--- config.mk ---
export PLATFORM = sky130hd
export DESIGN_NAME = sync_header_length_deframer_top
export DESIGN_NICKNAME = d
export VERILOG_FILES = /design/src/rtl/core/shld_pkg.sv /design/src/rtl/core/shld_parser.sv /design/src/rtl/core/shld_burst.sv /design/src/rtl/core/sync_header_length_deframer_top.sv
export SDC_FILE = /design/constraint.sdc
export NUM_CORES = 1
export LEC_CHECK = 0
export BUFFER_PORTS_ARGS = -buffer_cell sky130_fd_sc_hd__buf_2
export CORE_MARGIN = 8
export CORE_UTILIZATION = 25
export CTS_CLUSTER_DIAMETER = 60
export DETAILED_ROUTE_END_ITERATION = 10
export GPL_ROUTABILITY_DRIVEN = 0
export PLACE_DENSITY = 0.46
export SYNTH_ARGS = -nofsm -noshare
export SYNTH_HDL_FRONTEND = slang
export SYNTH_SLANG_ARGS = --single-unit
--- constraint.sdc ---
create_clock -name clk -period 3.5 [get_ports clk]
set_clock_uncertainty 0.1 [all_clocks]
set_input_delay 1.05 -clock clk [delete_from_list [all_inputs] [get_ports clk]]
set_output_delay 1.05 -clock clk [all_outputs]
set_load 0.01 [all_outputs]
--- src/rtl/core/shld_pkg.sv ---
`timescale 1ns / 1ps
// Shared types, constants and the sync word table for the sync/length deframer.
package shld_pkg;

	localparam logic [1:0] SYNC_FIRST   = 2'd0;
	localparam logic [1:0] SYNC_LAST    = 2'd3;
	localparam logic [8:0] LEN_INDEX    = 9'd10;
	localparam logic [8:0] LEN_BASE     = 9'd13;
	localparam logic [8:0] BODY_START   = 9'd4;

	typedef logic [7:0] byte_t;

	typedef enum logic [1:0] {
		REQ_NONE  = 2'd0,
		REQ_DATA  = 2'd1,
		REQ_BURST = 2'd2
	} req_kind_t;

	// One request from the parser to the output stage
	typedef struct packed {
		req_kind_t kind;
		byte_t     data;
		logic      last;
		logic      aborted;
	} req_t;

	function automatic byte_t sync_byte(input logic [1:0] idx);
		byte_t b;
		unique case (idx)
			2'd0: b = 8'h55;
			2'd1: b = 8'hAA;
			2'd2: b = 8'hCC;
			2'd3: b = 8'h33;
		endcase
		return b;
	endfunction

endpackage

--- src/rtl/core/shld_parser.sv ---
`timescale 1ns / 1ps
// Input register, sync hunt and frame length tracking of the deframer.
module shld_parser (
	input  logic          clk,
	input  logic          arst_n,
	input  logic          in_valid,
	output logic          in_ready,
	input  logic          cmd,
	input  logic [7:0]    data_byte,
	input  logic          out_free,
	output shld_pkg::req_t req
);
	import shld_pkg::*;

	logic       v_s1;
	logic       cmd_s1;
	byte_t      byte_s1;

	logic [1:0] sm_q, sm_n;
	logic [8:0] pos_q, pos_n;
	logic [8:0] len_q, len_n;
	logic       inf_q, inf_n;

	logic       adv;
	logic       hit;
	logic       last;
	logic [8:0] pos_inc;

	assign adv      = v_s1 & out_free;
	assign in_ready = ~v_s1 | out_free;
	assign hit      = (byte_s1 == sync_byte(sm_q));
	assign pos_inc  = pos_q + 9'd1;
	assign last     = (pos_q > LEN_INDEX) && (pos_inc == len_q);

	always_comb begin
		req   = '{kind: REQ_NONE, data: byte_s1, last: 1'b0, aborted: 1'b0};
		sm_n  = sm_q;
		pos_n = pos_q;
		len_n = len_q;
		inf_n = inf_q;
		if (cmd_s1) begin
			// clear: drop everything, flag an abort only inside a frame
			if (inf_q) begin
				req.kind    = REQ_DATA;
				req.data    = '0;
				req.aborted = 1'b1;
			end
			sm_n  = '0;
			pos_n = '0;
			len_n = '0;
			inf_n = 1'b0;
		end else if (inf_q) begin
			req.kind = REQ_DATA;
			req.last = last;
			if (pos_q == LEN_INDEX) begin
				len_n = LEN_BASE + {1'b0, byte_s1};
			end
			if (last) begin
				pos_n = '0;
				inf_n = 1'b0;
				sm_n  = '0;
			end else begin
				pos_n = pos_inc;
			end
		end else begin
			if (hit && sm_q == SYNC_LAST) begin
				req.kind = REQ_BURST;
				sm_n     = '0;
				inf_n    = 1'b1;
				pos_n    = BODY_START;
			end else if (hit) begin
				sm_n = sm_q + 2'd1;
			end else begin
				// slide by one byte: a failing 55 starts a new match
				sm_n = (byte_s1 == sync_byte(SYNC_FIRST)) ? 2'd1 : 2'd0;
			end
		end
		if (!v_s1) begin
			req.kind = REQ_NONE;
		end
	end

	always_ff @(posedge clk or negedge arst_n) begin
		if (!arst_n) begin
			v_s1  <= 1'b0;
			cmd_s1 <= 1'b0;
			sm_q  <= '0;
			pos_q <= '0;
			len_q <= '0;
			inf_q <= 1'b0;
		end else begin
			if (in_ready) begin
				v_s1 <= in_valid;
			end
			if (in_valid && in_ready) begin
				cmd_s1 <= cmd;
			end
			if (adv) begin
				sm_q  <= sm_n;
				pos_q <= pos_n;
				len_q <= len_n;
				inf_q <= inf_n;
			end
		end
	end

	always_ff @(posedge clk) begin
		if (in_valid && in_ready) begin
			byte_s1 <= data_byte;
		end
	end

endmodule

--- src/rtl/core/shld_burst.sv ---
`timescale 1ns / 1ps
// Output register of the deframer; plays out the four-byte sync burst.
module shld_burst (
	input  logic           clk,
	input  logic           arst_n,
	input  shld_pkg::req_t req,
	output logic           out_free,
	output logic           out_valid,
	input  logic           out_ready,
	output logic [7:0]     out_byte,
	output logic           first_of_frame,
	output logic           last_of_frame,
	output logic           aborted,
	output logic           end_of_burst
);
	import shld_pkg::*;

	logic       ov_s2;
	logic       burst_s2;
	logic [1:0] beat_s2;
	byte_t      data_s2;
	logic       last_s2;
	logic       abort_s2;
	logic       beat_last;
	logic       load;

	assign beat_last = ~burst_s2 | (beat_s2 == SYNC_LAST);
	assign out_free  = ~ov_s2 | (out_ready & beat_last);
	assign load      = out_free & (req.kind != REQ_NONE);

	always_ff @(posedge clk or negedge arst_n) begin
		if (!arst_n) begin
			ov_s2    <= 1'b0;
			burst_s2 <= 1'b0;
			beat_s2  <= '0;
		end else if (out_free) begin
			ov_s2    <= (req.kind != REQ_NONE);
			burst_s2 <= (req.kind == REQ_BURST);
			beat_s2  <= '0;
		end else if (out_ready) begin
			// advance through the sync burst
			beat_s2 <= beat_s2 + 2'd1;
		end
	end

	always_ff @(posedge clk) begin
		if (load) begin
			data_s2  <= req.data;
			last_s2  <= req.last;
			abort_s2 <= req.aborted;
		end
	end

	assign out_valid      = ov_s2;
	assign out_byte       = burst_s2 ? sync_byte(beat_s2) : data_s2;
	assign first_of_frame = burst_s2 & (beat_s2 == SYNC_FIRST);
	assign last_of_frame  = ~burst_s2 & last_s2;
	assign aborted        = ~burst_s2 & abort_s2;
	assign end_of_burst   = beat_last;

endmodule

--- src/rtl/core/sync_header_length_deframer_top.sv ---
`timescale 1ns / 1ps
// Top level of the sync word / length field deframer.
//
// Slave channel s_*: one request per received byte. s_tuser is the command
// (0 = data byte in s_tdata, 1 = clear and restart hunting).
// Master channel m_*: frame bytes in order, header included. m_tlast marks
// the byte at index length - 1, where length = 13 + byte at index 10.
// m_tuser flags the first sync byte, an abort and the end of the burst
// caused by one input request.
// Throughput: one byte per cycle while m_tready is high and no burst plays.
// A completed sync word gives four output beats; the input holds meanwhile.
// A clear inside a frame gives one beat with the abort flag and zero data.
// Each request passes the input register and then the output register
// before its first beat is valid on the master channel.
// Reset clears the hunt state, frame counters and both valid flags; the
// block then hunts for 55 AA CC 33. When the receiver stalls, the output
// register holds its beat and the input register absorbs one more request
// before s_tready drops.
module sync_header_length_deframer_top (
	input  logic       clk,
	input  logic       arst_n,
	input  logic       s_tvalid,
	output logic       s_tready,
	input  logic [7:0] s_tdata,   // [7:0] data_byte
	input  logic       s_tuser,   // [0] command
	output logic       m_tvalid,
	input  logic       m_tready,
	output logic [7:0] m_tdata,   // [7:0] out_byte
	output logic       m_tlast,   // last_of_frame
	output logic [2:0] m_tuser    // [0] first_of_frame, [1] aborted, [2] end_of_burst
);
	import shld_pkg::*;

	req_t req;
	logic out_free;

	// hunt for the sync word and track the frame length
	shld_parser u_parser (
		.clk       (clk),
		.arst_n    (arst_n),
		.in_valid  (s_tvalid),
		.in_ready  (s_tready),
		.cmd       (s_tuser),
		.data_byte (s_tdata),
		.out_free  (out_free),
		.req       (req)
	);

	// hold each result until taken, expand the sync burst
	shld_burst u_burst (
		.clk            (clk),
		.arst_n         (arst_n),
		.req            (req),
		.out_free       (out_free),
		.out_valid      (m_tvalid),
		.out_ready      (m_tready),
		.out_byte       (m_tdata),
		.first_of_frame (m_tuser[0]),
		.last_of_frame  (m_tlast),
		.aborted        (m_tuser[1]),
		.end_of_burst   (m_tuser[2])
	);

endmodule

==> impl_metrics.ini <==
[pwr]
leakage_uw = 0.00126
power_density_nw_per_um2 = 325
ir_worst_vdd_v = 0.000182

[yosys]
async_reset_ff_share_pct = 60.0
synth.distinct_cells = 53
yosys.area.top_type = dfrtp_1
synth-edff-count = 18
synth_flop_cell = dfrtp_1
syn-instance-count = 284
yosysWarningCount = 0
yosys.area.top_type_share_pct = 24.5
seq_area_frac_synth_pct = 44.2
ys_ff_latch = 45
syn_area_sq_um = 2750
avgSynthCellArea_sq_um = 9.69
synth.top_cells.by_area = dfrtp_1, edfxtp_1, ha_1
synth_nets = 310

[hold_path]
hp-class = flip-flop to flip-flop
holdPathEnd = u_parser.len_q[2]
holdPathStages = 2
worstHoldStart = u_parser.len_q[2]

[clock_network]
cts.reportedPaths.clkPinSlew_ps = 90
post-cts-setup-buffer-count = 0
cts.path.max_buffers = 2
clock_latency_ps = 300
numCtsBuffers = 5
cts_tree = done
cts_resized = 0
h-tree-depth = 2
clock_sinks = 45
postCtsHoldBufs = 0
cts_root_buf = clkbuf_8

[global_routing]
grt_pass1_vias = 2086
grt_max_degree = 28
grtUsageTotal_pct = 8.94
grt_first_pass_wirelength_um = 10600
grt_overflow = 0
antenna_found_initial = 0

[final_layout]
syn_to_final_growth_pct = 12.5
drive_gt1_share_pct = 16.3
diodes = 0
finalNetCount = 332

[placement]
place_hpwl_um = 4860
portBuffers = 26

[critical_path]
cpPeakStageDelay_ps = 460
worstSetupPathType = flip-flop to primary output
critPathLaunchType = flip-flop
arrival_ps = 1940
cp.buffers_inverters = 1
r2r_setup_slack_ps = 510
cp_slowest_cell = a21boi_0
critPathMaxFanout = 5
critical_path.top_delay_family = compound AO/OA/AOI/OAI gates
critPathLaunch = u_burst.beat_s2[0]
worstPathRequired_ps = 2350
crit_chain = ha_1 -> nand2b_1 -> a21boi_0 -> nand2_1 -> buf_2
reg2reg_depth = 8
regToRegStartpoint = u_parser.sm_q[0]
endpoint_kind = primary output
reg2reg_to = u_parser.pos_q[2]

[timing]
final.min_clock_period_ps = 3090
rsz0062_at_grt = no
clock.fmax_mhz = 324
slew_headroom_pct = 21.5
setup_viol = 0
setup_tns_ps = 0
hold_viol_final = 0
tightestPinTransition_ps = 1160
slew_violations = 0
whs_ps = 405
post-route-period-util_pct = 88.3

[route]
ant_nets = 0
drc_errors = 0
wirelength_um = 6310
vias_per_cell = 4.64
drt-pass1-iter-count = 4
drtIter0Drc = 105
num_vias = 2073
wl_per_cell_um = 14.1

[run]
cap_violations = 0

[floorplanning]
rows = 38
die_area_sq_um = 14600
start_util_pct = 25.5
ioPinCount = 27
die_x_um = 121
fp.dieH_um = 121
core_area_sq_um = 10800

[run_status]
status = finished, final reports clean
## worst register-to-register path: stages (launching register included)
cell,delay [ps]
dfrtp_1,440
inv_1,90
ha_1,330
and4bb_2,230
a22oi_1,80
or4b_1,620
a21o_1,350
or4b_1,520
o211ai_1,160
## power by group
part	switching (uW)	internal, uW
logic	51.2	43.3
registers	24.2	567
clock network	179	141
## final cells by class
class | instances | area [sq um]
Timing Repair Buffer | 28 | 145
Clock buffer | 6 | 72.6
Sequential cell | 45 | 1220
Tap cell | 140 | 175
Clock inverter | 2 | 15.0
Multi-Input combinational cell | 209 | 1410
Fill cell | 1137 | 7700
Inverter | 17 | 63.8
## synth_stat cells, types with 2 or more instances
cell type and instances:
a21oi_1 8, edfxtp_1 18, or4b_1 3, dfrtp_1 27
nand4_1 3, o2bb2ai_1 3, nor2_1 19, ha_1 13
xnor2_1 9, nand2_1 29, buf_2 4, o21a_1 3
o21ai_0 21, o211ai_1 2, xor2_1 6, and3_1 3
or3_1 3, a22o_1 2, a31oi_1 2, buf_4 3
o31ai_1 4, nor4_1 4, nor2b_1 9, mux2i_1 5
a21o_1 2, o22ai_1 4, clkbuf_1 6, inv_1 17
nand3_1 8, and2_1 12, nand2b_1 10
## metrics by stage
step | util [%] | cell area, sq um | total power, uW | std cells | worst slack [ps]
floorplan | - | 2750 | 661 | 284 | 827
global placement | 27.9 | 3010 | 698 | 439 | 443
detailed placement | 27.9 | 3010 | 698 | 439 | 412
CTS | 28.7 | 3100 | 1020 | 447 | 367
global route | 28.7 | 3100 | 1060 | 447 | 216
finish | 28.7 | 3100 | 1010 | 447 | 410
## logic make-up after synthesis
group,synth area share [%]
buffers and inverters,4.68
adder cells (fa/ha/maj),5.91
multiplexers,2.23
flip-flops,44.2
AND/OR/NAND/NOR,22.0
XOR/XNOR,4.77
AO/OA/AOI/OAI,16.3
## cells in the final DEF, fill, tap and decap left out, drive strengths merged, types with 3 or more instances in the layout
cell type and n:
nand2 30, a21oi 8, nand3 8, nor2 19, o2bb2ai 3, and3 4
a31oi 3, nor4 4, xor2 6, mux2i 5, buf 28, or4b 3
dfrtp 27, ha 13, o22ai 4, nor2b 9, or3 3, xnor2 9
clkbuf 6, inv 17, o31ai 4, nand2b 10, o21a 3, nand4 3
and2 12, edfxtp 18, o21ai 21
## state kept, by name (all words and copies together), names as in the netlist, 2 cells and up
name and count:
u_burst.data_s2 8, u_burst.beat_s2 2, u_parser.pos_q 9, u_parser.len_q 9
u_parser.byte_s1 8, u_parser.sm_q 2
## how the worst max path moves through the flow
stage | to | slack, ps | cells past startpoint
global route | s_tready | 220 | 5
global placement | s_tready | 440 | 4
CTS | s_tready | 370 | 5
floorplan | s_tready | 830 | 2
finish | s_tready | 410 | 5
detailed placement | s_tready | 410 | 4
## metal layers
layer | track usage (%) | part of all wire [%] | vias up
li1 | - | - | 1046
met1 | 12.0 | 50 | 995
met2 | 14.1 | 46 | 26
met3 | 2.00 | 2.6 | 6
met4 | 2.34 | 1.1 | 0
met5 | 0 | 0 | -
(Power assumes the default switching activity.)
